`config.mk`:
```
export PLATFORM = sky130hd
export DESIGN_NAME = battery_level_monitor_top
export DESIGN_NICKNAME = d
export VERILOG_FILES = /design/src/sv/blm_pkg.sv /design/src/sv/blm_debounce.sv /design/src/sv/blm_filter.sv /design/src/sv/battery_level_monitor_top.sv
export SDC_FILE = /design/constraint.sdc
export NUM_CORES = 1
export LEC_CHECK = 0
export BUFFER_PORTS_ARGS = -buffer_cell sky130_fd_sc_hd__buf_2
export CAP_MARGIN = 20
export CORE_MARGIN = 4
export CORE_UTILIZATION = 65
export CTS_BUF_LIST = sky130_fd_sc_hd__clkbuf_4 sky130_fd_sc_hd__clkbuf_8 sky130_fd_sc_hd__clkbuf_16
export CTS_CLUSTER_SIZE = 10
export DETAILED_ROUTE_END_ITERATION = 10
export PLACE_DENSITY_LB_ADDON = 0.3
export SLEW_MARGIN = 15
export SYNTH_ARGS = -nofsm -noshare
export SYNTH_HDL_FRONTEND = slang
export SYNTH_SLANG_ARGS = --single-unit
```
`constraint.sdc`:
```
create_clock -name clock -period 17.32 [get_ports clock]
set_clock_uncertainty 0.15 [all_clocks]
set_input_delay 3.464 -clock clock [delete_from_list [all_inputs] [get_ports clock]]
set_output_delay 3.464 -clock clock [all_outputs]
set_load 0.01 [all_outputs]
```
`src/sv/blm_pkg.sv`:
```
// blm_pkg: types and constants shared by the battery level monitor.
// Depends on nothing; imported by every module of the block.
package blm_pkg;

   // charge state codes (2-bit signed)
   localparam logic signed [1:0] CHARGE_ON       = 2'sb01;
   localparam logic signed [1:0] CHARGE_OFF      = 2'sb00;
   localparam logic signed [1:0] CHARGE_UNSTABLE = 2'sb11;

   // level class codes (4-bit signed)
   localparam logic signed [3:0] CLASS_UNKNOWN  = -4'sd2;
   localparam logic signed [3:0] CLASS_CRITICAL = -4'sd1;
   localparam logic signed [3:0] CLASS_0        = 4'sd0;
   localparam logic signed [3:0] CLASS_1        = 4'sd1;
   localparam logic signed [3:0] CLASS_2        = 4'sd2;
   localparam logic signed [3:0] CLASS_3        = 4'sd3;
   localparam logic signed [3:0] CLASS_4        = 4'sd4;

   // pin debounce counters
   localparam logic [5:0] SUPPLY_FULL = 6'd40;
   localparam logic [5:0] SUPPLY_STEP = 6'd4;
   localparam logic [5:0] SUPPLY_MAX  = 6'd43;
   localparam logic [4:0] CHARGE_FULL = 5'd20;

   // smoother
   localparam logic signed [11:0] CHARGE_OFFSET = 12'sd12;
   localparam logic signed [11:0] JUMP_WINDOW   = 12'sd50;
   localparam logic [6:0] HOLD_SHORT   = 7'd6;
   localparam logic [6:0] HOLD_RESTART = 7'd3;
   localparam logic [6:0] HOLD_LONG    = 7'd80;

   // hysteresis thresholds
   localparam logic signed [11:0] RISE_TO_0   = 12'sd305;
   localparam logic signed [11:0] FALL_FROM_0 = 12'sd295;
   localparam logic signed [11:0] RISE_TO_1   = 12'sd335;
   localparam logic signed [11:0] FALL_FROM_1 = 12'sd325;
   localparam logic signed [11:0] RISE_TO_2   = 12'sd365;
   localparam logic signed [11:0] FALL_FROM_2 = 12'sd355;
   localparam logic signed [11:0] RISE_TO_3   = 12'sd385;
   localparam logic signed [11:0] FALL_FROM_3 = 12'sd375;
   localparam logic signed [11:0] RISE_TO_4   = 12'sd405;
   localparam logic signed [11:0] FALL_FROM_4 = 12'sd395;

   // first classification bins
   localparam logic signed [11:0] BIN_0 = 12'sd300;
   localparam logic signed [11:0] BIN_1 = 12'sd330;
   localparam logic signed [11:0] BIN_2 = 12'sd360;
   localparam logic signed [11:0] BIN_3 = 12'sd380;
   localparam logic signed [11:0] BIN_4 = 12'sd400;

   // debounced pin status for the current word
   typedef struct packed {
      logic signed [1:0] state;
      logic              stable;
   } blm_pin_status_type;

endpackage

```
`src/sv/blm_debounce.sv`:
```
// blm_debounce: saturating counters on the supply and charge pins.
// Depends on blm_pkg.
module blm_debounce (
   input  logic                        clock,
   input  logic                        reset,
   input  logic                        accept,
   input  logic                        started,
   input  logic                        supply_present,
   input  logic                        charge_pin,
   output blm_pkg::blm_pin_status_type pin_status
);
   import blm_pkg::*;

   logic [5:0] supply_count_ff, supply_count_in;
   logic [4:0] charge_count_ff, charge_count_in;
   logic       supply_ok, charge_ok;

   // next counter values for this word
   always_comb begin
      supply_count_in = supply_count_ff;
      charge_count_in = charge_count_ff;
      if (!started) begin
         supply_count_in = supply_present ? SUPPLY_FULL : 6'd0;
         charge_count_in = charge_pin ? 5'd0 : CHARGE_FULL;
      end else begin
         if (supply_present) begin
            if (supply_count_ff < SUPPLY_FULL) supply_count_in = supply_count_ff + SUPPLY_STEP;
         end else if (supply_count_ff != 6'd0) begin
            supply_count_in = supply_count_ff - 6'd1;
         end
         if (charge_pin) begin
            if (charge_count_ff < CHARGE_FULL) charge_count_in = charge_count_ff + 5'd1;
         end else if (charge_count_ff != 5'd0) begin
            charge_count_in = charge_count_ff - 5'd1;
         end
      end
   end

   // charge state from the updated counters
   always_comb begin
      supply_ok = (supply_count_in >= SUPPLY_FULL) || (supply_count_in == 6'd0);
      charge_ok = (charge_count_in == 5'd0) || (charge_count_in >= CHARGE_FULL);
      pin_status.stable = supply_ok && charge_ok;
      if (!(supply_ok && charge_ok))
         pin_status.state = CHARGE_UNSTABLE;
      else if ((supply_count_in >= SUPPLY_FULL) && (charge_count_in == 5'd0))
         pin_status.state = CHARGE_ON;
      else
         pin_status.state = CHARGE_OFF;
   end

   always_ff @(posedge clock) begin
      if (reset) begin
         supply_count_ff <= 6'd0;
         charge_count_ff <= 5'd0;
      end else if (accept) begin
         supply_count_ff <= supply_count_in;
         charge_count_ff <= charge_count_in;
      end
   end

`ifndef SYNTHESIS
   a_counts_bounded: assert property (@(posedge clock) disable iff (reset)
      (supply_count_ff <= SUPPLY_MAX) && (charge_count_ff <= CHARGE_FULL))
      else $error("pin counter beyond its saturation value");
`endif

endmodule

```
`src/sv/blm_filter.sv`:
```
// blm_filter: level smoother and hysteresis classifier.
// Depends on blm_pkg; pin status comes from blm_debounce.
module blm_filter (
   input  logic                        clock,
   input  logic                        reset,
   input  logic                        accept,
   input  blm_pkg::blm_pin_status_type pin_status,
   input  logic signed [10:0]          measured_level,
   input  logic                        off_no_charge,
   output logic                        started,
   output logic signed [10:0]          level_next,
   output logic signed [3:0]           class_next
);
   import blm_pkg::*;

   logic                started_ff, started_in;
   logic                seeded_ff, seeded_in;
   logic signed [1:0]   prev_charge_ff, prev_charge_in;
   logic [6:0]          hold_count_ff, hold_count_in;
   logic [6:0]          hold_limit_ff, hold_limit_in;
   logic signed [11:0]  tracked_ff, tracked_in;
   logic signed [10:0]  level_ff, level_in;
   logic signed [3:0]   class_ff, class_in;

   logic signed [11:0]  now;
   logic signed [11:0]  sm_tracked;
   logic signed [1:0]   sm_prev;
   logic [6:0]          sm_count;
   logic [6:0]          sm_limit;
   logic                level_valid;
   logic                use_smooth;
   logic                do_classify;
   logic signed [11:0]  v;

   assign now         = {measured_level[10], measured_level};
   assign level_valid = !measured_level[10];

   // smoother step, computed for every word and committed only when used
   always_comb begin
      sm_tracked = tracked_ff;
      sm_prev    = prev_charge_ff;
      sm_count   = hold_count_ff;
      sm_limit   = hold_limit_ff;
      if (!seeded_ff) begin
         sm_tracked = (pin_status.state == CHARGE_ON) ? now - CHARGE_OFFSET : now;
         sm_prev    = pin_status.state;
      end
      // charge state flipped: short hold before tracking resumes
      if (sm_prev != pin_status.state) begin
         sm_limit = HOLD_SHORT;
         sm_count = HOLD_RESTART;
         sm_prev  = pin_status.state;
      end
      if (sm_tracked > now + CHARGE_OFFSET) sm_limit = HOLD_LONG;
      if (pin_status.state == CHARGE_UNSTABLE) begin
         sm_tracked = now;
      end else if (pin_status.state == CHARGE_ON) begin
         if (sm_count < sm_limit) begin
            sm_count   = sm_count + 7'd1;
            sm_tracked = now - CHARGE_OFFSET;
         end else if (sm_tracked < now - CHARGE_OFFSET) begin
            sm_count   = 7'd0;
            sm_tracked = sm_tracked + 12'sd1;
         end
      end else begin
         if (sm_count != 7'd0) begin
            sm_count = sm_count - 7'd1;
         end else if (sm_tracked > now) begin
            sm_tracked = sm_tracked - 12'sd1;
         end else if (sm_tracked + JUMP_WINDOW < now) begin
            sm_tracked = now;
         end
      end
   end

   // level and smoother state update
   always_comb begin
      started_in     = started_ff;
      seeded_in      = seeded_ff;
      prev_charge_in = prev_charge_ff;
      hold_count_in  = hold_count_ff;
      hold_limit_in  = hold_limit_ff;
      tracked_in     = tracked_ff;
      level_in       = level_ff;
      use_smooth     = started_ff && pin_status.stable && level_valid && !off_no_charge;
      do_classify    = started_ff ? pin_status.stable : level_valid;
      if (!started_ff) begin
         if (level_valid) begin
            started_in = 1'b1;
            level_in   = measured_level;
         end
      end else if (pin_status.stable && level_valid) begin
         level_in = off_no_charge ? measured_level : sm_tracked[10:0];
      end
      if (use_smooth) begin
         seeded_in      = 1'b1;
         prev_charge_in = sm_prev;
         hold_count_in  = sm_count;
         hold_limit_in  = sm_limit;
         tracked_in     = sm_tracked;
      end
   end

   // hysteresis classifier on the new level
   assign v = {level_in[10], level_in};

   always_comb begin
      class_in = class_ff;
      if (do_classify) begin
         case (class_ff)
            CLASS_CRITICAL: if (v > RISE_TO_0) class_in = CLASS_0;
            CLASS_0: begin
               if (v < FALL_FROM_0) class_in = CLASS_CRITICAL;
               else if (v > RISE_TO_1) class_in = CLASS_1;
            end
            CLASS_1: begin
               if (v < FALL_FROM_1) class_in = CLASS_0;
               else if (v > RISE_TO_2) class_in = CLASS_2;
            end
            CLASS_2: begin
               if (v < FALL_FROM_2) class_in = CLASS_1;
               else if (v > RISE_TO_3) class_in = CLASS_3;
            end
            CLASS_3: begin
               if (v < FALL_FROM_3) class_in = CLASS_2;
               else if (v > RISE_TO_4) class_in = CLASS_4;
            end
            CLASS_4: if (v < FALL_FROM_4) class_in = CLASS_3;
            default: begin
               if (v < BIN_0) class_in = CLASS_CRITICAL;
               else if (v < BIN_1) class_in = CLASS_0;
               else if (v < BIN_2) class_in = CLASS_1;
               else if (v < BIN_3) class_in = CLASS_2;
               else if (v < BIN_4) class_in = CLASS_3;
               else class_in = CLASS_4;
            end
         endcase
      end
   end

   assign started    = started_ff;
   assign level_next = level_in;
   assign class_next = class_in;

   always_ff @(posedge clock) begin
      if (reset) begin
         started_ff     <= 1'b0;
         seeded_ff      <= 1'b0;
         prev_charge_ff <= CHARGE_OFF;
         hold_count_ff  <= 7'd0;
         hold_limit_ff  <= 7'd0;
         tracked_ff     <= -12'sd1;
         level_ff       <= 11'sd0;
         class_ff       <= CLASS_UNKNOWN;
      end else if (accept) begin
         started_ff     <= started_in;
         seeded_ff      <= seeded_in;
         prev_charge_ff <= prev_charge_in;
         hold_count_ff  <= hold_count_in;
         hold_limit_ff  <= hold_limit_in;
         tracked_ff     <= tracked_in;
         level_ff       <= level_in;
         class_ff       <= class_in;
      end
   end

`ifndef SYNTHESIS
   a_unstable_holds: assert property (@(posedge clock) disable iff (reset)
      accept && started_ff && !pin_status.stable |=>
         (level_ff == $past(level_ff)) && (class_ff == $past(class_ff)))
      else $error("level or class moved on an unstable word");

   a_hold_bounded: assert property (@(posedge clock) disable iff (reset)
      hold_count_ff <= HOLD_LONG)
      else $error("hold count beyond the long hold limit");

   a_class_known: assert property (@(posedge clock) disable iff (reset)
      started_ff |-> class_ff != CLASS_UNKNOWN)
      else $error("class still unknown after the first valid level");
`endif

endmodule

```
`src/sv/battery_level_monitor_top.sv`:
```
// battery_level_monitor_top: pin debounce, level filter and result register.
// Depends on blm_pkg, blm_debounce and blm_filter.
//
//   channel | ports | payload
//   --------+-------+-----------------------------------------------------------
//   request | req_  | supply_present, charge_pin, measured_level, off_no_charge
//   result  | rsp_  | level_class, smoothed_level, charge_state
//
// One word per cycle while req_ready is high; each result is valid in the cycle
// after it is accepted; the single result register follows debounce and filter.
// Reset clears the control state; the first valid level then seeds the filter.
// A stalled result holds the request side only when the result register is full
// and not being taken in the same cycle.
module battery_level_monitor_top (
   input  logic               clock,
   input  logic               reset,
   input  logic               req_valid,
   output logic               req_ready,
   input  logic               req_supply_present,
   input  logic               req_charge_pin,
   input  logic signed [10:0] req_measured_level,
   input  logic               req_off_no_charge,
   output logic               rsp_valid,
   input  logic               rsp_ready,
   output logic signed [3:0]  rsp_level_class,
   output logic signed [10:0] rsp_smoothed_level,
   output logic signed [1:0]  rsp_charge_state
);
   import blm_pkg::*;

   logic               accept;
   logic               started;
   blm_pin_status_type pin_status;
   logic signed [10:0] level_next;
   logic signed [3:0]  class_next;

   logic               rsp_valid_ff;
   logic signed [3:0]  class_ff;
   logic signed [10:0] level_ff;
   logic signed [1:0]  charge_ff;

   assign req_ready = !rsp_valid_ff || rsp_ready;
   assign accept    = req_valid && req_ready;

   blm_debounce u_debounce (
      .clock          (clock),
      .reset          (reset),
      .accept         (accept),
      .started        (started),
      .supply_present (req_supply_present),
      .charge_pin     (req_charge_pin),
      .pin_status     (pin_status)
   );

   blm_filter u_filter (
      .clock          (clock),
      .reset          (reset),
      .accept         (accept),
      .pin_status     (pin_status),
      .measured_level (req_measured_level),
      .off_no_charge  (req_off_no_charge),
      .started        (started),
      .level_next     (level_next),
      .class_next     (class_next)
   );

   // result register
   always_ff @(posedge clock) begin
      if (reset) begin
         rsp_valid_ff <= 1'b0;
      end else if (accept) begin
         rsp_valid_ff <= 1'b1;
      end else if (rsp_ready) begin
         rsp_valid_ff <= 1'b0;
      end
   end

   always_ff @(posedge clock) begin
      if (accept) begin
         class_ff  <= class_next;
         level_ff  <= level_next;
         charge_ff <= pin_status.state;
      end
   end

   assign rsp_valid          = rsp_valid_ff;
   assign rsp_level_class    = class_ff;
   assign rsp_smoothed_level = level_ff;
   assign rsp_charge_state   = charge_ff;

`ifndef SYNTHESIS
   a_accept_gives_result: assert property (@(posedge clock) disable iff (reset)
      accept |=> rsp_valid_ff)
      else $error("accepted word produced no result");
`endif

endmodule
```
# After elaboration in Yosys (flattened, before gate mapping)
# Index checks and enable logic that the tools add are counted.
# classes
add_sub_neg,11
order_cmp,24
eq_ne,8
muxes,57
reduce_logical,21
# ops
op,n
$lt 11x10->1 const B,10
$mux 12,9
$mux 4,15
$mux 7,8
$gt 11x10->1 const B,5
$mux 11,4
$mux 6,5
$mux 5,5
$pmux 4 s6,1
$add 11x5->12 const B,1
$add 12x2->12 const B,1
$add 12x7->12 const B,1
$gt 12x11->1,1
$gt 12x12->1,1
$lt 12x11->1,1
$lt 12x12->1,1
$sub 11x5->12 const B,1
$sub 12x2->12 const B,1
$eq 4x2->1 const B,2
$add 7x1->7 const B,1
$logic_and 1x1->1,7
$lt 7x7->1,1
$reduce_bool 7->1,1
$sub 7x1->7 const B,1
26 further kinds,37
# totals
register_bits,74
input_bits,18
output_inout_bits,19
word_cells,135

# Longest topological paths before layout
# Gate-level depths: netlist (run 1).
# depth
word_depth,29
mapped_depth,40
ltp_nobuf,36

# Cells and area by module
# From an unflattened synthesis (run 1), not the netlist that was laid out.
# hier_totals
hier_cells,1134
hier_area_um2,8504.4
# modules_own_cells
module,instances,cells_each,area_per_inst_um2,seq_area_each_um2
blm_filter,1,963,6814.0,900.9
blm_debounce,1,149,1124.8,220.2
battery_level_monitor_top,1,22,565.5,530.5

# Worst setup path before layout (run 1)
# OpenSTA, ideal clock, no wires.
# synth_timing
path_type,input port to flip-flop
startpoint,input req_charge_pin
endpoint,"register class_ff[2] (netlist: rsp_level_class[2]), data pin"
setup_time_ns,0.263
arrival_time_ns,10.841
required_ns,16.907
setup_slack_ns,6.065
stages,36
n_path_buf,5
cell_sequence,nor3b_1 > a211oi_1 > o41ai_2 > nand2b_1 > buf_2 > nor3_4 > buf_2 > buf_1 > a21oi_1 > o21ai_1 > ha_1 > and4_1 > nand2_1 > nor3_1 > nand3_1 > nor4_1 > a22o_1 > a21o_1 > a21boi_0 > ha_1 > and4_1 > and3_1 > o21ai_0 > a21oi_1 > a21bo_2 > nor3b_4 > buf_4 > mux2_1 > a21oi_1 > inv_2 > buf_2 > a211o_1 > a2111oi_0 > o221ai_1 > a211oi_1 > nor2_1
# synth_via
elab_chain_len,27
elab_cells_between_ends,72
classes_between,add/sub: 3; order compare: 21; eq/ne: 3; mux: 39; reduce/logical: 6
# synth_lines
item,line_no,rtl
from (decl),battery_level_monitor_top.sv:20,"input logic req_charge_pin,"
"$mux 5, on equally long branches","blm_debounce.sv:31, blm_debounce.sv:24",
$mux 5 (*),blm_debounce.sv:22,if (!started) begin
$ge 5x5->1 or $logic_not 5->1 (tied branches),"blm_debounce.sv:42, blm_debounce.sv:46",
$logic_or 1x1->1 or $logic_and 1x1->1 (tied branches),"blm_debounce.sv:42, blm_debounce.sv:46",
$logic_and 1x1->1 or $mux 1 (tied branches),"blm_debounce.sv:43, blm_debounce.sv:44, blm_debounce.sv:46",
$mux 2,blm_debounce.sv:44,if (!(supply_ok && charge_ok))
$eq 2x2->1,"blm_filter.sv:45, blm_filter.sv:57",
$mux 12,blm_filter.sv:45,sm_tracked = (pin_status.state == CHARGE_ON) ? now - CHARGE_OFFSET : now;
(+11 left out),--,
net level_next[0],battery_level_monitor_top.sv:34,logic signed [10:0] level_next;
(+1 left out),--,
$mux 3,blm_filter.sv:134,else if (v < BIN_4) class_in = CLASS_3;
$mux 4,blm_filter.sv:133,else if (v < BIN_3) class_in = CLASS_2;
$mux 4,blm_filter.sv:132,else if (v < BIN_2) class_in = CLASS_1;
$mux 4,blm_filter.sv:131,else if (v < BIN_1) class_in = CLASS_0;
$mux 4,blm_filter.sv:130,if (v < BIN_0) class_in = CLASS_CRITICAL;
$pmux 4 s6 (*),blm_filter.sv:110,case (class_ff)
$mux 4 (*),blm_filter.sv:109,if (do_classify) begin
net class_next[2],battery_level_monitor_top.sv:35,logic signed [3:0] class_next;
to (signal assigned),battery_level_monitor_top.sv:80,class_ff <= class_next;
to (decl),battery_level_monitor_top.sv:38,logic signed [3:0] class_ff;
# The timed path passes the listed nets; every way through them passes the cells marked *.
# A chain may end at the register's enable or synchronous reset.

# Worst setup path after layout (run 1)
# layout_timing
startpoint,input req_charge_pin
endpoint,"register class_ff[0] (netlist: rsp_level_class[0]), data pin"
# layout_via
elab_chain_len,27
elab_cells_between_ends,72
classes_between,add/sub: 3; order compare: 21; eq/ne: 3; mux: 39; reduce/logical: 6
# layout_lines
item,line_no
"$mux 5, on equally long branches","blm_debounce.sv:31, blm_debounce.sv:24"
$mux 5 (*),blm_debounce.sv:22
$ge 5x5->1 or $logic_not 5->1 (tied branches),"blm_debounce.sv:42, blm_debounce.sv:46"
$logic_or 1x1->1 or $logic_and 1x1->1 (tied branches),"blm_debounce.sv:42, blm_debounce.sv:46"
$logic_and 1x1->1 or $mux 1 (tied branches),"blm_debounce.sv:43, blm_debounce.sv:44, blm_debounce.sv:46"
$mux 2,blm_debounce.sv:44
$eq 2x2->1,"blm_filter.sv:45, blm_filter.sv:57"
$mux 12,blm_filter.sv:45
(+12 left out),--
$mux 3,blm_filter.sv:134
$mux 4,blm_filter.sv:133
$mux 4,blm_filter.sv:132
$mux 4,blm_filter.sv:131
$mux 4,blm_filter.sv:130
$pmux 4 s6,blm_filter.sv:110
$mux 4 (*),blm_filter.sv:109
net class_next[0],battery_level_monitor_top.sv:35
# Marks and branches as above.

==> impl_metrics.csv, run 1 <==
group,metric,value,unit
logic_synthesis,synth_seq_cells,74,
global_routing,grt_max_degree,49,
sta,final_max_slew_viol_count,0,
global_routing,grt_remaining_overflow,0,
worst_setup_path,path_common_cell,"a21o_1",
clock_network,clk_latency,0.36,ns
die,die_h,122,microns
clock_network,cts_tree,"built",
logic_synthesis,synth.largest_area_cell,"dfxtp_1",
global_routing,use_met3,7.66,%
logic_synthesis,synth_top_area_share,13.5,%
clock_network,cts_hold_buf,0,
clock_network,cts_buffers,9,
pwr,leakagePower,3.45,nW
die,num_rows,41,
pwr,power_density,73.2,mW/mm^2
pwr,p_sw,250,uW
placed_design,dp_hpwl,19.8,mm
cells_and_area,drive_above_1_share,11.4,%
detailed_routing,dr.pass1.iters,6,
die,die_w,122,microns
detailed_routing,wl,27.7,mm
logic_synthesis,syn_nets,1203,
global_routing,grtUsageMet2,58.0,%
pwr,power_frac_clock,33.7,%
detailed_routing,drcViolationCount,0,
worst_setup_path,crit_buf_inv,2,
sta,tightest_slew,1.12,ns
cells_and_area,fillers,1099,
logic_synthesis,netlist_instances,1124,
cells_and_area,area_growth_syn_to_layout,5.65,%
worst_setup_path,worstPathArrival,12.70,ns
logic_synthesis,syn_avg_cell_area,7.53,sq um
cells_and_area,fin_area,0.00894,sq mm
sta,finalCritPeriodShare,73.2,%
pwr,swShare,38.2,%
worst_setup_path,path_class,"primary input to flip-flop",
logic_synthesis,synth_area,0.00846,sq mm
logic_synthesis,ys_async_sr_fraction,0,%
clock_network,h-tree-depth,3,
pwr,pwr-share-comb,37.0,%
sta,final-hold-violation-count,0,
cells_and_area,num_antenna_cells,0,
worst_setup_path,cp_slowest_stage_delay,0.64,ns
global_routing,antenna_found_initial,0,
logic_synthesis,yosys-top-cells-area,"dfxtp_1 (13%), ha_1 (9.0%), edfxtp_1 (6.0%), nor2_1 (5.1%), nand2_1 (4.7%)",
detailed_routing,wl_per_cell,21.5,microns
placed_design,globalplace.congestion,1.08,
global_routing,grt_pass1_vias,8425,
logic_synthesis,yosys_warnings,0,
clock_network,clk_pin_slew_worst_paths,0.06,ns
clock_network,clockBufferDepth,2,
global_routing,busiest_layer,"met2",
worst_setup_path,path_max_fanout,21,
worst_setup_path,critPathCaptureType,"flip-flop",
global_routing,grtUsageMet1,49.0,%
worst_setup_path,critical_path_required,17.34,ns
sta,max_freq,78.9,MHz
sta,relSlewSlack,24.6,%
worst_setup_path,rrSetupSlack,7.17,ns
placed_design,dp.cells,1274,
die,initial_core_util,66.8,%
flow_run,cap_violations,0,
detailed_routing,vias,9278,
placed_design,placed_cell_area,0.00860,sq mm
sta,finalSetupViolations,0,
placed_design,port_buffers,36,
detailed_routing,ant_nets,0,
outcome,status,"complete, no violations",
clock_network,postCtsSetupBuffers,0,
logic_synthesis,synth_cell_types,105,
global_routing,grt.total_usage,37.6,%
pwr,p_seq_share,29.3,%
cells_and_area,final_nets,1192,
worst_setup_path,worst_path_max_delay_cell,"nor3b_4",
worst_setup_path,cp-startpoint,"req_charge_pin",
worst_hold_path,worstHoldStart,"u_filter.hold_limit_ff[0]",
logic_synthesis,synth-edff-count,17,
sta,fin_setup_tns,0,ns
logic_synthesis,ys_seq_area_share,19.5,%
detailed_routing,drt_iter0_drc,1686,
clock_network,post_cts_resized,0,
worst_setup_path,reg2reg_from,"u_debounce.charge_count_ff[0]",
die,io-pin-count,37,
worst_setup_path,start_kind,"primary input",
detailed_routing,via_per_inst,7.19,
pwr,ir_drop,0.0532,mV
sta,whs,0.313,ns
clock_network,cts.sinks,74,
sta,rsz0062_at_grt,"false",
global_routing,grt_pass1_wl,44.4,mm
die,die_area,0.0149,sq mm
pwr,p_int,404,uW
sta,post-route-min-period,12.68,ns
worst_hold_path,hold_class,"flip-flop to flip-flop",
worst_setup_path,crit_family,"simple AND/OR/NAND/NOR gates",
cells_and_area,layout.cells.non_filler,1290,
die,core-area,0.0127,sq mm
logic_synthesis,synthFlopType,"dfxtp_1",
clock_network,cts_root_buf,"clkbuf_16",
## area by class of cell
class                   instances  area (sq um)  area share [%]
clock buffers                   9           225            2.52
inverters                      64           245            2.74
multi-input cells             919          6240            69.8
flip-flops and latches         74          1650            18.5
well taps                     172           215            2.41
repair buffers                 45           248            2.77
clock inverters                 7           118            1.32
## through the flow
step	worst slack, ns	power [mW]	utilization (%)
6_report	4.64	0.654	70.6
5_1_grt	3.87	0.682	70.6
4_1_cts	4.86	0.646	70.6
3_5_place_dp	4.52	0.427	67.9
3_3_place_gp	4.80	0.424	67.9
2_1_floorplan	6.07	0.372	-
## power by group through the flow
stage	Clock, mW	Sequential, mW	Combinational [mW]
final	0.220	0.192	0.242
after global routing	0.229	0.193	0.261
after CTS	0.221	0.192	0.233
after detailed placement	0	0.195	0.232
after global placement	0	0.195	0.229
after floorplan	0	0.194	0.178
## cell usage in the layout, fill, tap and decap left out, drive strengths merged, types with 7 or more instances in the layout
cell type	n
a211o	8
a211oi	27
a21boi	8
a21o	16
a21oi	79
a221oi	7
a22oi	8
a31oi	12
and2	14
and3	16
buf	45
clkbuf	9
clkinv	7
dfxtp	57
edfxtp	17
ha	61
inv	58
mux2i	10
nand2	108
nand2b	15
nand3	40
nand4	19
nor2	120
nor3	39
nor3b	7
nor4	17
o211ai	17
o21a	8
o21ai	57
o22ai	9
o31ai	14
o41ai	8
or3	13
xnor2	35
## kinds of logic after synthesis
| group | after synthesis | share of synthesized area, % |
|---|---|---|
| AO/OA/AOI/OAI | 354 | 30.7 |
| XOR/XNOR | 40 | 4.14 |
| adder cells (fa/ha/maj) | 62 | 9.14 |
| buffers and inverters | 131 | 6.86 |
| flip-flops | 74 | 19.5 |
| multiplexers | 16 | 1.98 |
| AND/OR/NAND/NOR | 447 | 27.6 |
## sequential cells by signal, indices dropped and copies added (netlist names)
name / cells
u_filter.tracked_ff: 12
rsp_smoothed_level: 11
u_filter.level_ff: 11
u_filter.hold_count_ff: 7
u_filter.hold_limit_ff: 7
u_debounce.supply_count_ff: 6
u_debounce.charge_count_ff: 5
rsp_level_class: 4
u_filter.class_ff: 4
rsp_charge_state: 2
u_filter.prev_charge_ff: 2
rsp_valid: 1
u_filter.seeded_ff: 1
u_filter.started: 1
## synth_stat cells, types with 17 or more instances
master	count
xnor2_1	35
dfxtp_1	57
clkbuf_1	36
nor2_1	115
o21ai_0	51
edfxtp_1	17
nor3_1	36
inv_1	47
nand3_1	40
ha_1	61
nand2_1	107
a21oi_1	78
a211oi_1	23
nand4_1	19
## worst paths after layout
path | endpoint | cells after the start
worst max-delay path | rsp_level_class[0] | 32
worst min-delay path | u_filter.hold_limit_ff[0] | 1
worst max register to register | rsp_level_class[0] | 33
worst min register to register | u_filter.hold_limit_ff[0] | 1
## routing by layer
| layer | wire length [microns] | part of all wire, % |
|---|---|---|
| met2 | 11900 | 43 |
| met1 | 10900 | 39 |
| met3 | 3130 | 11 |
| met5 | 0 | 0 |
| met4 | 1770 | 6.4 |
Note: power is estimated with default switching activity, not from simulation.
==> inputs of run 2 (changes only) <==
Settings changed: ABC_AREA set to 1, CORE_UTILIZATION 65 to 58.
Clock period 17.32 ns to 11 ns, I/O delays scaled along.
==> impl_metrics.csv, run 2 <==
group,metric,value,unit
outcome,status,"complete, no violations",
placed_design,place_ws,1.97,ns
sta,post-route-min-period,8.87,ns
detailed_routing,ant_nets,0,
logic_synthesis,synth_top_area_share,14.2,%
clock_network,cts_hold_buf,0,
clock_network,clockBufferDepth,2,
pwr,ir_drop,0.0940,mV
clock_network,h-tree-depth,3,
logic_synthesis,netlist_instances,1278,
placed_design,globalplace.congestion,1.00,
sta,fin_setup_tns,0,ns
die,num_rows,42,
detailed_routing,drcViolationCount,0,
cells_and_area,layout.cells.non_filler,1469,
cells_and_area,drive_above_1_share,12.1,%
cells_and_area,largest_reg_flops,12,
logic_synthesis,synth_cell_types,57,
clock_network,post_cts_resized,0,
global_routing,antenna_found_initial,0,
sta,finalCritPeriodShare,80.6,%
logic_synthesis,synth_area,0.00802,sq mm
detailed_routing,wl,22.9,mm
worst_setup_path,cp-startpoint,"req_supply_present",
detailed_routing,drt_iter0_drc,972,
clock_network,clk_latency,0.35,ns
cells_and_area,area_growth_syn_to_layout,6.91,%
pwr,power_density,116,mW/mm^2
logic_synthesis,synth_common_cells,"nand2_1 (297), inv_1 (142), a21oi_1 (112)",
worst_setup_path,worstPathArrival,8.82,ns
worst_hold_path,hold_class,"flip-flop to flip-flop",
logic_synthesis,synth-edff-count,17,
clock_network,cts_tree,"built",
cells_and_area,layout_commonest_cell,"nand2_1",
worst_setup_path,start_kind,"primary input",
global_routing,grt.total_usage,29.1,%
clock_network,cts_root_buf,"clkbuf_16",
cells_and_area,multi_input_area,0.00552,sq mm
logic_synthesis,syn_avg_cell_area,6.28,sq um
worst_setup_path,path_common_cell,"nand2_1",
cells_and_area,num_antenna_cells,0,
placed_design,dp.cells,1453,
sta,max_freq,113,MHz
worst_setup_path,cp_slowest_stage_delay,0.41,ns
clock_network,clk_pin_slew_worst_paths,0.06,ns
worst_setup_path,worst_path_max_delay_cell,"nand2_1",
placed_design,port_buffers,36,
sta,relSlewSlack,50.1,%
die,die_area,0.0158,sq mm
global_routing,grt_pass1_vias,7867,
detailed_routing,dr.pass1.iters,8,
sta,final_max_slew_viol_count,0,
detailed_routing,vias,8534,
placed_design,dp_hpwl,17.2,mm
die,io-pin-count,37,
worst_setup_path,critPathCaptureType,"flip-flop",
cells_and_area,fillers,1287,
logic_synthesis,synth_seq_cells,74,
worst_setup_path,critical_path_required,10.95,ns
detailed_routing,via_per_inst,5.81,
sta,final-hold-violation-count,0,
die,die_h,126,microns
sta,tightest_slew,0.746,ns
sta,rsz0062_at_grt,"false",
logic_synthesis,yosys_warnings,0,
die,core-area,0.0134,sq mm
clock_network,cts.sinks,74,
logic_synthesis,ys_async_sr_fraction,0,%
global_routing,grt_pass1_wl,38.4,mm
worst_hold_path,worstHoldStart,"u_filter.hold_limit_ff[3]",
sta,setup_slack,2.13,ns
cells_and_area,final_nets,1367,
die,initial_core_util,59.9,%
clock_network,postCtsSetupBuffers,0,
worst_setup_path,path_max_fanout,20,
die,die_w,126,microns
clock_network,cts_buffers,9,
logic_synthesis,yosys-top-cells-area,"dfxtp_1 (14%), nand2_1 (14%), ha_1 (9.5%), a21oi_1 (7.0%), nand3_1 (6.7%)",
logic_synthesis,synth.largest_area_cell,"dfxtp_1",
logic_synthesis,syn_nets,1357,
worst_setup_path,path_class,"primary input to flip-flop",
cells_and_area,seqCellArea,0.00165,sq mm
detailed_routing,wl_per_cell,15.6,microns
flow_run,cap_violations,0,
logic_synthesis,ys_seq_area_share,20.6,%
cells_and_area,regMostFlops,"u_filter.tracked_ff",
logic_synthesis,post-synth-top-count-cell,"nand2_1",
worst_setup_path,reg2reg_from,"u_debounce.supply_count_ff[2]",
global_routing,grt_remaining_overflow,0,
pwr,leakagePower,4.19,nW
logic_synthesis,synthFlopType,"dfxtp_1",
cells_and_area,final_cell_mix,"nand2_1 (297), inv_1 (141), a21oi_1 (112)",
sta,finalSetupViolations,0,
global_routing,grt_max_degree,58,
## run 2: through the flow
step	total power [mW]	util [%]	instance area [sq um]	hold WS (ns)
2_1_floorplan	0.601	-	8020	0.275
5_1_grt	1.06	64.0	8570	0.316
6_report	0.994	64.0	8570	0.292
3_3_place_gp	0.684	61.5	8240	0.281
4_1_cts	0.992	64.0	8570	0.294
3_5_place_dp	0.689	61.7	8270	0.283
## run 2: path summary, 6_finish.rpt
check	to	slack, ns	depth (start not counted)
worst max-delay path	rsp_level_class[2]	2.13	48
worst min-delay path	u_filter.hold_limit_ff[3]	0.29	2
worst max register to register	rsp_level_class[2]	3.22	52
worst min register to register	u_filter.hold_limit_ff[3]	0.29	2
## run 2: area by class of cell
class / count / area share [%]
clock buffers: 11 / 3.08
clock inverters: 5 / 0.452
inverters: 164 / 7.22
multi-input cells: 995 / 64.4
flip-flops and latches: 74 / 19.3
well taps: 176 / 2.57
repair buffers: 44 / 3.04
## run 2: cell families after synthesis
kind of cell / Yosys count / synth area share (%)
flops: 74 / 20.6
simple gates: 629 / 35.8
fa+ha+maj: 61 / 9.52
xor+xnor: 36 / 3.93
compound gates: 269 / 19.6
buf+inv: 209 / 10.6
## run 2: where the power goes
| group | internal, mW | switching [mW] | total (mW) | leakage, nW |
|---|---|---|---|---|
| combinational | 0.123 | 0.265 | 0.387 | 3.41 |
| clock | 0.175 | 0.126 | 0.301 | 0.153 |
| sequential | 0.295 | 0.0112 | 0.306 | 0.627 |
| total | 0.593 | 0.401 | 0.994 | 4.19 |
## run 2: worst max-delay path: cells and delay by family
family / cells / cell delay, ns
compound gates: 12 / 1.78
xor+xnor: 1 / 0.16
fa+ha+maj: 2 / 0.55
buf+inv: 7 / 1.10
simple gates: 26 / 3.00
## run 2: routing by layer
layer	vias to the layer above	track usage, %	share of wire [%]
li1	4270	-	-
met1	3837	41.0	45
met2	371	44.2	43
met3	56	5.76	9.0
met4	0	10.2	2.9
met5	-	0	0
==> inputs of run 3 (changes only) <==
Settings changed: ABC_AREA 1 to 0, CORE_UTILIZATION 58 to 64.
Clock period 11 ns to 9.3 ns, I/O delays scaled along.
==> impl_metrics.csv, run 3 (synthesis results as in run 1) <==
group,metric,value,unit
sta,final_max_slew_viol_count,0,
worst_setup_path,path_max_fanout,9,
detailed_routing,wl,31.8,mm
worst_setup_path,start_kind,"primary input",
global_routing,grt_pass1_wl,46.8,mm
sta,relSlewSlack,26.0,%
worst_setup_path,cp-startpoint,"req_measured_level[2]",
sta,post-route-min-period,9.23,ns
pwr,pwr-share-comb,44.6,%
detailed_routing,drcViolationCount,0,
pwr,leakagePower,4.10,nW
flow_run,cap_violations,0,
die,die_h,123,microns
detailed_routing,via_per_inst,7.08,
pwr,p_seq_share,27.1,%
global_routing,grt_pass1_vias,8948,
worst_setup_path,path_common_cell,"buf_4",
detailed_routing,vias,9956,
worst_setup_path,r2r_end,"rsp_level_class[0]",
sta,finalSetupViolations,0,
clock_network,cts_root_buf,"clkbuf_16",
worst_setup_path,worstPathArrival,9.16,ns
die,die_w,123,microns
cells_and_area,final_cell_mix,"buf_4 (119), nor2_1 (112), nand2_1 (102)",
outcome,status,"complete, no violations",
worst_setup_path,critical_path_required,9.23,ns
pwr,ir_drop,0.0861,mV
cells_and_area,num_antenna_cells,0,
placed_design,dp_hpwl,22.8,mm
die,die_area,0.0151,sq mm
global_routing,antenna_found_initial,0,
worst_setup_path,rrSetupSlack,0.90,ns
detailed_routing,wl_per_cell,22.6,microns
clock_network,clk_latency,0.35,ns
sta,whs,0.319,ns
clock_network,cts.sinks,74,
die,core-area,0.0128,sq mm
worst_setup_path,rr_worst_depth,37,
cells_and_area,final_nets,1308,
cells_and_area,seqCellArea,0.00165,sq mm
sta,finalCritPeriodShare,99.2,%
cells_and_area,multi_input_area,0.00665,sq mm
sta,max_freq,108,MHz
cells_and_area,layout_commonest_cell,"buf_4",
die,initial_core_util,66.3,%
global_routing,grt_remaining_overflow,0,
clock_network,clockBufferDepth,2,
detailed_routing,drt_iter0_drc,1436,
die,io-pin-count,37,
pwr,swShare,40.4,%
worst_setup_path,reg2reg_from,"u_debounce.charge_count_ff[0]",
worst_setup_path,worst_path_max_delay_cell,"a2111o_1",
pwr,power_frac_clock,28.3,%
global_routing,grt_max_degree,49,
cells_and_area,largest_reg_flops,12,
placed_design,placed_cell_area,0.00936,sq mm
clock_network,cts_hold_buf,0,
cells_and_area,fin_area,0.0102,sq mm
cells_and_area,regMostFlops,"u_filter.tracked_ff",
worst_setup_path,critPathCapture,"rsp_level_class[0]",
placed_design,globalplace.congestion,1.07,
worst_setup_path,critPathCaptureType,"flip-flop",
clock_network,cts_buffers,9,
cells_and_area,area_growth_syn_to_layout,20.8,%
pwr,p_int,784,uW
sta,final-hold-violation-count,0,
clock_network,clk_pin_slew_worst_paths,0.06,ns
cells_and_area,fillers,890,
sta,tightest_slew,1.11,ns
clock_network,h-tree-depth,3,
worst_setup_path,cp_slowest_stage_delay,0.45,ns
pwr,p_sw,531,uW
clock_network,cts_tree,"built",
worst_setup_path,path_class,"primary input to flip-flop",
global_routing,grt.total_usage,39.5,%
detailed_routing,ant_nets,0,
cells_and_area,drive_above_1_share,24.2,%
worst_hold_path,hold_class,"flip-flop to flip-flop",
die,num_rows,41,
cells_and_area,fin_util,80.0,%
detailed_routing,dr.pass1.iters,7,
pwr,power_density,129,mW/mm^2
placed_design,port_buffers,36,
[run 3: changes by cell type in the layout (fill, tap and decap cells not counted), moves of 15 or more]
cell and change:
nand2_1 -195, buf_4 +112, inv_1 -96, nand3_1 -68, a21oi_1 -38, xnor2_1 +33
xor2_1 -29, nand2_2 -25, o21ai_0 -23, a211oi_1 +17, a21o_1 +15, and3_1 +15
nand2b_1 +15
[run 3: repair_timing]
item | in CTS | in global routing
pin swaps | 1 | 40
hold endpoints to repair | 0 | 0
gates resized for setup | 4 | 85
buffers inserted | 2 | 15
setup endpoints to repair | 7 | 8
gates cloned | 0 | 1
[run 3: worst max-delay path: cells and delay by family]
family | cells | cell delay (ns)
buffers and inverters | 6 | 0.83
adder cells (fa/ha/maj) | 2 | 0.58
AO/OA/AOI/OAI | 17 | 3.73
AND/OR/NAND/NOR | 10 | 1.86
multiplexers | 1 | 0.27
[run 3: metal layers]
| metal | routed length, microns | vias up | GRT usage [%] |
|---|---|---|---|
| met5 | 0 | - | 0 |
| met4 | 1780 | 0 | 17.9 |
| met3 | 3990 | 192 | 10.7 |
| met2 | 14100 | 763 | 62.4 |
| met1 | 11900 | 4583 | 50.6 |
| li1 | - | 4418 | - |
[run 3: final cells by class]
| cell class | count | share of cell area [%] |
|---|---|---|
| clock inverter | 7 | 0.808 |
| multi-input combinational | 919 | 65.1 |
| clock buffer | 9 | 2.20 |
| inverter | 64 | 2.40 |
| timing repair buffer | 161 | 11.2 |
| sequential | 74 | 16.2 |
| tap | 172 | 2.11 |
[run 3: worst min path at each step]
stage / to / depth (start not counted) / slack (ns) / startpoint
floorplan: u_filter.hold_limit_ff[3] / 1 / 0.28 / u_filter.hold_limit_ff[3]
detailed placement: u_filter.hold_limit_ff[0] / 1 / 0.30 / u_filter.hold_limit_ff[0]
CTS: u_filter.hold_limit_ff[0] / 1 / 0.32 / u_filter.hold_limit_ff[0]
finish: u_filter.hold_limit_ff[0] / 1 / 0.32 / u_filter.hold_limit_ff[0]
global placement: u_filter.hold_limit_ff[0] / 1 / 0.30 / u_filter.hold_limit_ff[0]
global route: u_filter.level_ff[4] / 2 / 0.35 / u_filter.level_ff[4]
[run 3: power by group through the flow]
| stage | Combinational (mW) | Sequential (mW) | Clock (mW) |
|---|---|---|---|
| floorplan | 0.332 | 0.361 | 0 |
| global placement | 0.500 | 0.361 | 0 |
| detailed placement | 0.506 | 0.362 | 0 |
| CTS | 0.514 | 0.355 | 0.372 |
| global route | 0.619 | 0.357 | 0.387 |
| finish | 0.587 | 0.356 | 0.372 |
[run 3: per-stage QoR]
stage	setup WS, ns	TNS [ns]	power (mW)	cells
final	0.0729	0	1.32	1406
after detailed placement	-0.437	-2.43	0.869	1374
after global placement	-0.181	-0.558	0.861	1374
after CTS	0.00237	0	1.24	1392
after global routing	-0.219	-1.46	1.36	1406
after floorplan	0.0181	0	0.693	1124
